File: config.mk
export PLATFORM = sky130hd
export DESIGN_NAME = lte_queue_flat
export DESIGN_NICKNAME = d
export VERILOG_FILES = /design/src/sv/lte_pkg.sv /design/src/sv/lte_chan_if.sv /design/src/sv/lte_queue.sv /design/src/flat_wrapper.sv
export SDC_FILE = /design/constraint.sdc
export NUM_CORES = 1
export LEC_CHECK = 0
export BUFFER_PORTS_ARGS = -buffer_cell sky130_fd_sc_hd__buf_2
export CAP_MARGIN = 0
export CORE_MARGIN = 4
export CORE_UTILIZATION = 30
export CTS_CLUSTER_DIAMETER = 120
export DETAILED_ROUTE_END_ITERATION = 7
export HOLD_SLACK_MARGIN = 0.1
export SYNTH_ARGS = -nofsm -noshare
export SYNTH_HDL_FRONTEND = slang
export SYNTH_SLANG_ARGS = --single-unit
File: constraint.sdc
create_clock -name clk -period 2.6 [get_ports clk]
set_input_delay 0.39 -clock clk [delete_from_list [all_inputs] [get_ports clk]]
set_output_delay 0.39 -clock clk [all_outputs]
set_load 0.01 [all_outputs]
File: src/sv/lte_pkg.sv
// Shared widths, codes, word types and helpers for the line trim/extend block.
`timescale 1ns / 1ps
`default_nettype none
package lte_pkg;

	// Coordinate and arithmetic widths
	localparam int CW   = 32;            // Q16.16 coordinate
	localparam int DW   = CW + 1;        // coordinate difference
	localparam int PW   = 2 * DW;        // product of two differences
	localparam int WW   = PW + 1;        // determinant and numerators
	localparam int MW   = 8;             // extend margin
	localparam int TW   = 16;            // parallel threshold
	localparam int FRAC = 24;            // margin scale, 2^-24
	localparam int EW   = WW + FRAC + 2; // extend compare width
	localparam int SLW  = WW + MW;       // determinant times margin
	localparam int LOW  = 34;            // low split of the numerator magnitude
	localparam int PLW  = LOW + DW;      // low partial product
	localparam int PHW  = WW - LOW + DW; // high partial product
	localparam int PRW  = WW + DW;       // full product magnitude
	localparam int NW   = PRW + 2;       // rounded dividend
	localparam int DVW  = WW + 1;        // doubled divisor
	localparam int QW   = 33;            // quotient bits
	localparam int SMW  = CW + 3;        // coordinate sum before clipping

	// Configuration port
	localparam int CFG_IW = 4;
	localparam logic [CFG_IW-1:0] REG_THRESHOLD = CFG_IW'(0);
	localparam logic [CFG_IW-1:0] REG_MARGIN    = CFG_IW'(1);

	localparam int QUEUE_DEPTH = 4;

	// Result status codes
	localparam logic [2:0] ST_DONE         = 3'd0;
	localparam logic [2:0] ST_NOT_ELIGIBLE = 3'd1;
	localparam logic [2:0] ST_PARALLEL     = 3'd2;
	localparam logic [2:0] ST_OUT_OF_RANGE = 3'd3;
	localparam logic [2:0] ST_NO_EXTEND    = 3'd4;

	typedef struct packed {
		logic                 req_type;
		logic                 not_eligible;
		logic signed [CW-1:0] cut_start_x;
		logic signed [CW-1:0] cut_start_y;
		logic signed [CW-1:0] cut_end_x;
		logic signed [CW-1:0] cut_end_y;
		logic signed [CW-1:0] tgt_start_x;
		logic signed [CW-1:0] tgt_start_y;
		logic signed [CW-1:0] tgt_end_x;
		logic signed [CW-1:0] tgt_end_y;
		logic signed [CW-1:0] pick_x;
		logic signed [CW-1:0] pick_y;
	} req_word_t;

	typedef struct packed {
		logic [2:0]           status;
		logic                 moved_end;
		logic                 saturated;
		logic signed [CW-1:0] new_start_x;
		logic signed [CW-1:0] new_start_y;
		logic signed [CW-1:0] new_end_x;
		logic signed [CW-1:0] new_end_y;
	} rsp_word_t;

	typedef struct packed {
		logic [CFG_IW-1:0] index;
		logic [TW-1:0]     value;
	} cfg_word_t;

	typedef struct packed {
		logic [TW-1:0] thr;
		logic [MW-1:0] margin;
	} cfg_regs_t;

	// Classified job handed from the front to the back
	typedef struct packed {
		logic [2:0]           status;
		logic                 use_end;
		logic [WW-1:0]        an1;
		logic                 n1_neg;
		logic [WW-1:0]        den;
		logic [DW-1:0]        fdx_mag;
		logic                 fdx_neg;
		logic [DW-1:0]        fdy_mag;
		logic                 fdy_neg;
		logic signed [CW-1:0] csx;
		logic signed [CW-1:0] csy;
		logic signed [CW-1:0] tsx;
		logic signed [CW-1:0] tsy;
		logic signed [CW-1:0] tex;
		logic signed [CW-1:0] tey;
	} job_t;

	function automatic logic signed [DW-1:0] diff(logic signed [CW-1:0] a,
			logic signed [CW-1:0] b);
		return DW'(a) - DW'(b);
	endfunction

	function automatic logic signed [PW-1:0] mul_s(logic signed [DW-1:0] a,
			logic signed [DW-1:0] b);
		return PW'(a) * PW'(b);
	endfunction

endpackage
`default_nettype wire

File: src/sv/lte_chan_if.sv
// Valid/ready channel carrying one word of a given type.
`timescale 1ns / 1ps
`default_nettype none
interface lte_chan_if #(parameter type T = logic) ();
	logic valid;
	logic ready;
	T     data;

	modport source (output valid, output data, input ready);
	modport sink (input valid, input data, output ready);
endinterface
`default_nettype wire

File: src/sv/lte_queue.sv
// Short queue of classified jobs between the front and back halves.
`timescale 1ns / 1ps
`default_nettype none
module lte_queue #(
	parameter int DEPTH = lte_pkg::QUEUE_DEPTH
) (
	input  wire         clk,
	input  wire         arst_n,
	lte_chan_if.sink    wr,
	lte_chan_if.source  rd
);
	import lte_pkg::*;

	localparam int AW = (DEPTH > 1) ? $clog2(DEPTH) : 1;
	localparam int CNW = $clog2(DEPTH + 1);

	job_t           mem [DEPTH];
	logic [AW-1:0]  wp_q, rp_q;
	logic [CNW-1:0] cnt_q;
	logic           push, pop;

	assign wr.ready = cnt_q != CNW'(DEPTH);
	assign rd.valid = cnt_q != '0;
	assign rd.data  = mem[rp_q];
	assign push     = wr.valid && wr.ready;
	assign pop      = rd.valid && rd.ready;

	// Store incoming word
	always_ff @(posedge clk) begin
		if (push) begin
			mem[wp_q] <= wr.data;
		end
	end

	// Advance pointers and fill count
	always_ff @(posedge clk or negedge arst_n) begin
		if (!arst_n) begin
			wp_q  <= '0;
			rp_q  <= '0;
			cnt_q <= '0;
		end else begin
			if (push) begin
				wp_q <= (wp_q == AW'(DEPTH - 1)) ? '0 : wp_q + 1'b1;
			end
			if (pop) begin
				rp_q <= (rp_q == AW'(DEPTH - 1)) ? '0 : rp_q + 1'b1;
			end
			if (push && !pop) begin
				cnt_q <= cnt_q + 1'b1;
			end else if (pop && !push) begin
				cnt_q <= cnt_q - 1'b1;
			end
		end
	end
endmodule
`default_nettype wire

File: src/flat_wrapper.sv
// flat-port wrapper written by rule: the top's interface ports become plain ports
module lte_queue_flat import lte_pkg::*;
#(
	parameter int DEPTH = lte_pkg::QUEUE_DEPTH
)
  (clk, arst_n, wr_valid, wr_data, wr_ready, rd_valid, rd_data, rd_ready);
  lte_chan_if wr_i ();
  lte_chan_if rd_i ();
  input  wire clk;
  input  wire arst_n;
  input wire logic [$bits(wr_i.valid)-1:0] wr_valid;
  input wire logic [$bits(wr_i.data)-1:0] wr_data;
  output wire logic [$bits(wr_i.ready)-1:0] wr_ready;
  output wire logic [$bits(rd_i.valid)-1:0] rd_valid;
  output wire logic [$bits(rd_i.data)-1:0] rd_data;
  input wire logic [$bits(rd_i.ready)-1:0] rd_ready;
  assign wr_i.valid = wr_valid;
  assign wr_i.data = wr_data;
  assign wr_ready = wr_i.ready;
  assign rd_valid = rd_i.valid;
  assign rd_data = rd_i.data;
  assign rd_i.ready = rd_ready;
  lte_queue #(.DEPTH(DEPTH)) u_core (.clk(clk), .arst_n(arst_n), .wr(wr_i), .rd(rd_i));
endmodule
== Yosys cells after proc, flatten, opt, wreduce, memory -nomap -nowiden ==
Memory sizes are Yosys's and may differ from the RTL's.
Cells that the tools add are included.
Word-level totals
  logic and storage cells: 25
  memories kept: 1
  output and inout port bits: 3
  input port bits: 5
  memory bits (writable): 4
  flip-flop bits (word level): 7
Operators by class
  eq/ne operators: 3
  add/subtract/negate cells: 4
  reduce and logical (&&, ||, !) cells: 8
  mux-type cells: 6
Memories
  u_core.mem: words 4, width 1, rd ports 1, clocked after memory_dff 0, wr ports 1, line lte_queue.sv:17  | job_t mem [DEPTH];
Operators with widths (count)
  $mux 3: 2
  $add 2x1->2 const B: 2
  $eq 2x2->1 const B: 2
  $logic_and 1x1->1: 4
  $mux 2: 2
  $add 3x1->3 const B: 1
  $ne 3x3->1 const B: 1
  $reduce_bool 3->1: 1
  $sub 3x1->3 const B: 1
  $logic_not 1->1: 2
  $mux 1: 2
  $reduce_bool 2->1: 1

== Logic depth before layout (Yosys ltp) ==
Gate-level depths: netlist (run 1).
  word-level depth: 6
  gate-level depth with buffers: 8
  gate-level depth less buffers: 8

== Worst setup path before layout (run 1) ==
Ideal clock, no wire load.
  path kind: reg-to-reg
  start: reg u_core.cnt_q[2]
  end: reg u_core.cnt_q[2]
  stages on the path, launching flop included: 9
  path buffers: 0
  arrival: 1890 ps
  path slack: 631 ps
  setup time: 79 ps
  cell sequence: dfrtp_1 > or3_4 > nand2_4 > ha_1 > inv_1 > fa_1 > xor2_1 > nor2_1 > xor2_1
On the way
  longest elaborated chain between the ends: 5
RTL lines
  start: declaration: line lte_queue.sv:19  | logic [CNW-1:0] cnt_q;
  start signal: assignment: line lte_queue.sv:49  | cnt_q <= cnt_q + 1'b1;
  start signal: assignment: line lte_queue.sv:51  | cnt_q <= cnt_q - 1'b1;
  $reduce_bool 3->1 (*): line lte_queue.sv:23  | assign rd.valid = cnt_q != '0;
  net rd_valid: line flat_wrapper.sv:14  | output wire logic [$bits(rd_i.valid)-1:0] rd_valid;
  $logic_and 1x1->1 (*): line lte_queue.sv:26  | assign pop = rd.valid && rd.ready;
  $logic_not 1->1: line lte_queue.sv:48  | if (push && !pop) begin
  $logic_and 1x1->1: line lte_queue.sv:48
  $mux 3 or $reduce_bool 2->1 (tied branches)
Mark *: on every way through the listed nets, which the timed path passes. The rest lies on a longest branch. The select of a mux whose other input is x is not followed.
A chain may end at the register's enable or synchronous reset.

== Worst setup path in the final report (run 1) ==
  start: reg u_core.cnt_q[2]
  end: reg u_core.cnt_q[2]
On the way
  longest elaborated chain between the ends: 5
RTL lines
  parallel branches: the longest is 5 deep, another holds $sub 3x1->3
Parallel ways; which one is timed is not known. The select of a mux whose other input is x is not followed.

==> results of run 1 <==
-- metrics by stage --
| step | util | std cells | instance area (um^2) | hold slack [ns] |
|---|---|---|---|---|
| floorplan | - | 42 | 592 | 0.0944 |
| global placement | 0.365 | 74 | 658 | 0.235 |
| detailed placement | 0.365 | 74 | 658 | 0.237 |
| CTS | 0.385 | 79 | 694 | 0.340 |
| global route | 0.385 | 79 | 694 | 0.326 |
| finish | 0.385 | 79 | 694 | 0.352 |
-- cells in the final DEF (no fill, tap or decap), types with 2 or more instances in the layout --
master	count
and2_1	4
buf_2	7
clkbuf_4	3
dfrtp_1	7
edfxtp_1	4
ha_1	6
inv_1	3
mux2_2	3
mux2_4	2
nor2_1	4
xor2_1	2
-- worst max-delay path: stages (launching register included) --
cell,delay (ns)
dfrtp_1,0.43
or3_4,0.42
nand2_4,0.10
ha_1,0.19
inv_1,0.06
fa_1,0.37
xor2_1,0.15
nor2_1,0.11
xor2_1,0.15
-- sequential cells by signal (all words and copies together), names as in the netlist --
signal,count
u_core.mem,4
u_core.cnt_q,3
u_core.wp_q,2
u_core.rp_q,2
-- logic make-up after synthesis --
group | count (synthesis)
flip-flops | 11
adder cells (fa/ha/maj) | 7
AO/OA/AOI/OAI | 1
buffers and inverters | 3
multiplexers | 6
XOR/XNOR | 3
AND/OR/NAND/NOR | 11
-- routing by layer --
| metal | up-vias | wire (um) |
|---|---|---|
| li1 | 165 | - |
| met1 | 159 | 422 |
| met2 | 7 | 395 |
| met3 | 2 | 46 |
| met4 | 0 | 9 |
| met5 | - | 0 |
-- final cells by class --
cell class | count | area, um^2 | share of cell area
sequential | 11 | 295 | 0.425
clock buffer | 4 | 26.3 | 0.0378
inverter | 3 | 11.3 | 0.0162
timing repair buffer | 8 | 45.0 | 0.0649
tap | 25 | 31.3 | 0.0450
multi-input combinational | 28 | 285 | 0.411
-- worst max path at each step --
| stage | endpoint | slack [ns] | depth (start not counted) |
|---|---|---|---|
| finish | u_core.cnt_q[2] | 0.55 | 8 |
| global placement | u_core.cnt_q[2] | 0.58 | 8 |
| detailed placement | u_core.cnt_q[2] | 0.58 | 8 |
| CTS | u_core.cnt_q[2] | 0.54 | 8 |
| floorplan | u_core.cnt_q[2] | 0.63 | 8 |
| global route | u_core.cnt_q[2] | 0.43 | 8 |
-- power by group through the flow --
stage	clock network [mW]	logic, mW	registers, mW
final	0.114	0.325	0.327
after global routing	0.133	0.370	0.345
after CTS	0.120	0.331	0.329
after detailed placement	0	0.327	0.333
after global placement	0	0.316	0.330
after floorplan	0	0.265	0.315
==> results_dict.tcl, run 1 <==
set metrics [dict create \
    status "complete, no violations" \
    hold_violations 0 \
    dpl.hpwl_um 664 \
    switching_share 0.346 \
    r2r_start "u_core.cnt_q[2]" \
    r2r_end "u_core.cnt_q[2]" \
    synth-simple-area-share 0.112 \
    ys_warn_count 0 \
    timing.fmax_ghz 0.488 \
    fp.dieW_um 52.4 \
    crit_path_start_kind "flop" \
    synth.net_count 54 \
    dp_slack_ns 0.576 \
    ctsResizeCount 0 \
    gr-max-usage-layer "met2" \
    ir_worst_vdd_v 0.000467 \
    start_util 0.328 \
    worst_pin_slew_ns 0.302 \
    maxCapViolCount 0 \
    cts_tree "built" \
    report.power.total_mw 0.766 \
    worstHoldPathCells 1 \
    ys_seq_area_frac 0.499 \
    cts.clk_slew.worst_paths_ns 0.07 \
    setup_violations 0 \
    grt_max_degree 8 \
    synth.most_common_cell "dfrtp_1" \
    synth_top_family_by_area "adder cells" \
    cts_inserted_buffers 3 \
    clock-sinks 11 \
    clk_path_buf_depth 2 \
    met1_usage 0.104 \
    synth_edf_count 4 \
    cts_max_level 1 \
    syn2layout_area_growth_pct 17.3 \
    setup_slack_ns 0.551 \
    holdBufCountCts 1 \
    port_buffers 7 \
    ys.flop_type "dfrtp_1" \
    wl_per_cell_um 11.1 \
    clock_latency_ns 0.26 \
    fillers 190 \
    dr.first_iter.drc_count 6 \
    hold_end "u_core.mem[2]" \
    drc_errors 0 \
    globalplace.congestion 0.634 \
    postSynth.asyncResetShare 0.636 \
    routed_wl_um 874 \
    maxSlewViolCount 0 \
    synthXorXnorAreaFrac 0.0444 \
    die_h_um 52.4 \
    r2r_cells 8 \
    period_share 0.788 \
    nets 67 \
    drive_gt1_frac 0.352 \
    power_frac_clock 0.149 \
    use_met2 0.118 \
    postCtsSetupBuffers 0 \
    leakage_nw 0.309 \
    synth_cells 42 \
    critPathCaptureType "flop" \
    dieArea_mm2 0.00275 \
    grt_setup_unrepaired "false" \
    p_per_area_mw_per_mm2 1100 \
    p_comb_frac 0.424 \
    startpoint "u_core.cnt_q[2]" \
    rrSetupSlack_ns 0.55 \
    ant_nets 0 \
    dr.pass1.iters 3 \
    via_count 333 \
    synth_area_per_cell_um2 14.1 \
    fin_setup_tns_ns 0 \
    max_slew_margin 0.798 \
    grt_pass1_vias 334 \
    synth.distinct_cells 16 \
    grtUsageTotal 0.0852 \
    crit_type "flop to flop" \
    coreArea_mm2 0.00180 \
    num_rows 15 \
    diodes 0 \
    hold_start "wr_data" \
    ys_ff_latch 11 \
    yosys-top-cells-area "dfrtp_1 30%, edfxtp_1 20%, ha_1 13%, mux2_2 5.7%, mux2_4 5.1%" \
    io_pins 8 \
    overflow 0 \
    grt_use_met3 0.0513 \
    yosysTopAreaCell "dfrtp_1" \
    syn_area_um2 592 \
    min_path_type "input port to flop" \
    synth-compound-area-share 0.0190 \
    critPathArrivalTime_ns 2.24 \
    period_minus_slack_ns 2.05 \
    switchingPower_mw 0.265 \
    viasPerCell 4.22 \
    cp.required_ns 2.79 \
    grt_antenna_before_repair 0 \
    fin_skew_ns 0.000881 \
    crit_fanout 4 \
    p_int_mw 0.501 \
    root_buffer "clkbuf_4" \
    pwr-share-seq 0.427 \
    grt_pass1_wl_um 1570 \
    synth_commonest_cells "7 x dfrtp_1, 6 x ha_1, 4 x and2_1, 4 x edfxtp_1, 4 x nor2_1" \
    synth_mux_area_frac 0.146 \
    yosys.area_share.adder 0.161 \
    synth_top_area_share 0.296 \
]
Note: power is estimated with default switching activity, not from simulation.
==> run 2: changes to the inputs <==
==> constraint.sdc (replaced) <==
create_clock -name clk -period 1.8 [get_ports clk]
set_input_delay 0.27 -clock clk [delete_from_list [all_inputs] [get_ports clk]]
set_output_delay 0.27 -clock clk [all_outputs]
set_load 0.01 [all_outputs]
==> results_dict.tcl, run 2 (synthesis gave the netlist of run 1 again) <==
set metrics [dict create \
    setup_slack_ns -0.0199 \
    diodes 0 \
    drc_errors 0 \
    leakage_nw 0.351 \
    wl_per_cell_um 9.79 \
    worst_pin_slew_ns 0.182 \
    cpPeakStageDelay_ns 0.40 \
    ir_worst_vdd_v 0.000736 \
    report.power.total_mw 1.25 \
    die_h_um 52.4 \
    grt_pass1_vias 358 \
    max_slew_margin 0.878 \
    clock-sinks 11 \
    fp.dieW_um 52.4 \
    cts_max_level 1 \
    crit_type "flop to flop" \
    clock_latency_ns 0.26 \
    maxCapViolCount 0 \
    final_cell_area_um2 776 \
    dp_slack_ns -0.0291 \
    min_path_type "input port to flop" \
    routed_wl_um 852 \
    critPathArrivalTime_ns 2.01 \
    grt_max_degree 8 \
    maxSlewViolCount 0 \
    root_buffer "clkbuf_4" \
    dr.pass1.iters 4 \
    grt_setup_unrepaired "true" \
    io_pins 8 \
    cts_inserted_buffers 3 \
    syn2layout_area_growth_pct 31.1 \
    drive_gt1_frac 0.500 \
    grtUsageTotal 0.0841 \
    grt_pass1_wl_um 1480 \
    largestRegisters "u_core.mem x4, u_core.cnt_q x3" \
    placed_area_um2 729 \
    status "complete, but fails checks" \
    cp.required_ns 1.99 \
    fin_skew_ns 0.00213 \
    globalplace.congestion 0.716 \
    period_minus_slack_ns 1.82 \
    worstPathCellList "or3_4 -> nand2_4 -> ha_4 -> inv_2 -> fa_2 -> xor2_1 -> nor2_1 -> xor2_1" \
    start_util 0.328 \
    cts_tree "built" \
    hold_violations 0 \
    dpl.hpwl_um 682 \
    num_rows 15 \
    port_buffers 7 \
    coreArea_mm2 0.00180 \
    timing.fmax_ghz 0.549 \
    final_cell_mix "8 x buf_4, 7 x buf_2, 7 x dfrtp_1" \
    p_per_area_mw_per_mm2 1610 \
    overflow 0 \
    top_register "u_core.mem" \
    cts.clk_slew.worst_paths_ns 0.07 \
    crit_top_cell "xor2_1" \
    clk_path_buf_depth 2 \
    final_common_cell "buf_4" \
    dr.first_iter.drc_count 2 \
    setup_violations 2 \
    nets 75 \
    ant_nets 0 \
    holdWs_ns 0.214 \
    largest_reg_flops 4 \
    utilization 0.431 \
    critPathCaptureType "flop" \
    period_share 1.01 \
    viasPerCell 4.14 \
    cp_slowest_cell "or3_4" \
    violations "setup timing" \
    crit_fanout 2 \
    grt_antenna_before_repair 0 \
    via_count 360 \
    crit_path_start_kind "flop" \
    dieArea_mm2 0.00275 \
]
-- run 2: cell count changes in the layout (fill, tap and decap cells not counted) --
cell,change
inv_2,+1
nor2_1,-1
mux2_4,+1
buf_4,+8
inv_1,-1
ha_4,+1
nor2_2,+1
ha_1,-1
mux2_2,-1
fa_2,+1
fa_1,-1
-- run 2: path summary, 6_finish.rpt --
check	start	end	slack [ns]	cells after the start
setup / recovery	u_core.cnt_q[2]	u_core.cnt_q[2]	-0.02	8
setup reg to reg	u_core.cnt_q[2]	u_core.cnt_q[2]	-0.02	8
min in group asynchronous	arst_n	u_core.rp_q[1]	0.37	2
max in group asynchronous	arst_n	u_core.wp_q[1]	1.27	2
hold / removal	wr_data	u_core.mem[1]	0.21	1
hold reg to reg	u_core.rp_q[1]	u_core.rp_q[1]	0.56	1
-- run 2: worst max-delay path, delay by kind of cell (launching register included) --
family | cells | cell delay [ns]
xor+xnor | 2 | 0.28
fa+ha+maj | 2 | 0.46
buf+inv | 1 | 0.03
flops | 1 | 0.38
simple gates | 3 | 0.58
-- run 2: report_power, final --
| group | switching [mW] | leakage [nW] | internal (mW) |
|---|---|---|---|
| clock | 0.0796 | 0.0150 | 0.0857 |
| sequential | 0.0716 | 0.119 | 0.367 |
| combinational | 0.254 | 0.217 | 0.389 |
-- run 2: repair_timing --
item                       in CTS  in global routing
hold endpoints to repair        7                  0
gates cloned                    0                  0
pin swaps                       2                  0
setup endpoints to repair       2                  2
resized for setup               0                  1
hold buffers                    1                  0
buffers inserted                1                  0
-- run 2: through the flow --
stage / cells / setup TNS, ns
final: 87 / -0.0315
after global routing: 87 / -0.160
after CTS: 87 / -0.0526
after detailed placement: 81 / -0.0422
after global placement: 81 / -0.0260
after floorplan: 42 / -0.164
-- run 2: metal layers --
metal / global-route usage / vias to the layer above / wire [um]
li1: - / 183 / -
met1: 0.0779 / 165 / 342
met2: 0.124 / 8 / 416
met3: 0.0285 / 4 / 37
met4: 0.115 / 0 / 56
met5: 0 / - / 0
-- run 2: layout make-up --
cell class                 count  area (um^2)
clock buffer                   4         26.3
sequential                    11          295
multi-input combinational     28          307
tap                           25         31.3
inverter                       3         11.3
timing repair buffer          16          105
fill                         188         1030
==> run 3: changes to the inputs <==
--- a/config.mk
+++ b/config.mk
@@ -7,6 +7,7 @@
 export LEC_CHECK = 0
 export BUFFER_PORTS_ARGS = -buffer_cell sky130_fd_sc_hd__buf_2
 export CAP_MARGIN = 0
+export CORE_ASPECT_RATIO = 0.7
 export CORE_MARGIN = 4
 export CORE_UTILIZATION = 30
 export CTS_CLUSTER_DIAMETER = 120
==> results_dict.tcl, run 3 (synthesis gave the netlist of run 1 again) <==
set metrics [dict create \
    cts.clk_slew.worst_paths_ns 0.07 \
    dr.pass1.iters 3 \
    nets 74 \
    holdWs_ns 0.221 \
    crit_path_start_kind "flop" \
    viasPerCell 4.22 \
    p_per_area_mw_per_mm2 1620 \
    fin_skew_ns 0.00346 \
    fp.dieW_um 61.1 \
    coreArea_mm2 0.00187 \
    worst_pin_slew_ns 0.192 \
    maxCapViolCount 0 \
    grt_max_degree 8 \
    cp_slowest_cell "or3_4" \
    crit_type "flop to flop" \
    dp_slack_ns -0.0644 \
    syn2layout_area_growth_pct 29.2 \
    fin_setup_tns_ns -0.0553 \
    grtUsageTotal 0.0776 \
    worstPathBufferInverterCount 1 \
    cp.depth 8 \
    dieArea_mm2 0.00276 \
    grt_antenna_before_repair 0 \
    io_pins 8 \
    clock-sinks 11 \
    critPathArrivalTime_ns 2.03 \
    cp.required_ns 1.99 \
    setup_violations 2 \
    min_path_type "input port to flop" \
    violations "setup timing" \
    drive_gt1_frac 0.492 \
    status "complete, but fails checks" \
    cts_inserted_buffers 3 \
    leakage_nw 0.347 \
    grt_pass1_wl_um 1470 \
    clock_latency_ns 0.27 \
    dr.first_iter.drc_count 6 \
    cts_tree "built" \
    grt_setup_unrepaired "true" \
    final_cell_mix "7 x buf_2, 7 x buf_4, 7 x dfrtp_1" \
    hold_violations 0 \
    cpPeakStageDelay_ns 0.40 \
    timing.fmax_ghz 0.545 \
    cts_max_level 1 \
    grt_pass1_vias 334 \
    critPathTopFamily "simple AND/OR/NAND/NOR gates" \
    diodes 0 \
    max_slew_margin 0.871 \
    clk_path_buf_depth 2 \
    globalplace.congestion 0.715 \
    worstHoldPathCells 1 \
    num_rows 13 \
    period_share 1.02 \
    crit_top_cell "xor2_1" \
    ir_worst_vdd_v 0.000734 \
    setup_slack_ns -0.0336 \
    fillers 179 \
    largest_reg_flops 4 \
    crit_fanout 2 \
    largestRegisters "u_core.mem x4, u_core.cnt_q x3" \
    routed_wl_um 882 \
    die_h_um 45.2 \
    overflow 0 \
    via_count 350 \
    r2r_cells 8 \
    wl_per_cell_um 10.6 \
    maxSlewViolCount 0 \
    root_buffer "clkbuf_4" \
    ant_nets 0 \
    drc_errors 0 \
    period_minus_slack_ns 1.83 \
    top_register "u_core.mem" \
    worstPathCellList "or3_4 -> nand2_4 -> ha_4 -> inv_2 -> fa_2 -> xor2_1 -> nor2_1 -> xor2_1" \
    port_buffers 7 \
    start_util 0.316 \
    critPathCaptureType "flop" \
]
-- run 3: worst paths after layout --
path / from / to / slack, ns
worst max-delay path: u_core.cnt_q[2] / u_core.cnt_q[2] / -0.03
worst min-delay path: wr_data / u_core.mem[0] / 0.22
worst max register to register: u_core.cnt_q[2] / u_core.cnt_q[2] / -0.03
worst min register to register: u_core.cnt_q[2] / u_core.cnt_q[2] / 0.56
max in group asynchronous: arst_n / u_core.cnt_q[1] / 1.27
min in group asynchronous: arst_n / u_core.rp_q[0] / 0.37
-- run 3: area by class of cell --
type	instances	area (um^2)	area share
clock buffers	4	26.3	0.0344
inverters	3	11.3	0.0147
multi-input cells	28	307	0.401
flip-flops and latches	11	295	0.386
well taps	22	27.5	0.0360
repair buffers	15	97.6	0.128
-- run 3: per-layer routing --
layer  track usage  up-vias  wire, um  part of all wire
met5             0        -         0                 0
met4        0.0390        0        11             0.012
met3        0.0429        3        47             0.053
met2         0.118        7       426              0.48
met1        0.0876      161       396              0.45
li1              -      179         -                 -
-- run 3: what timing repair did --
item                                   CTS  global route
endpoints found under the hold margin    7             0
pin swaps                                4             0
gates resized for setup                  0             1
buffers inserted                         1             0
setup endpoints to repair                2             2
hold buffers                             1             0
-- run 3: stage by stage --
stage | total power, mW | instance area, um^2 | util | cells
detailed placement | 1.08 | 718 | 0.384 | 77
finish | 1.24 | 764 | 0.409 | 83
global route | 1.34 | 764 | 0.409 | 83
global placement | 1.06 | 718 | 0.384 | 77
CTS | 1.26 | 762 | 0.407 | 83
floorplan | 0.879 | 611 | - | 42
-- run 3: report_power, final --
part / internal [mW] / switching [mW]
clock network: 0.0858 / 0.0813
logic: 0.372 / 0.247
registers: 0.368 / 0.0840
total: 0.825 / 0.412
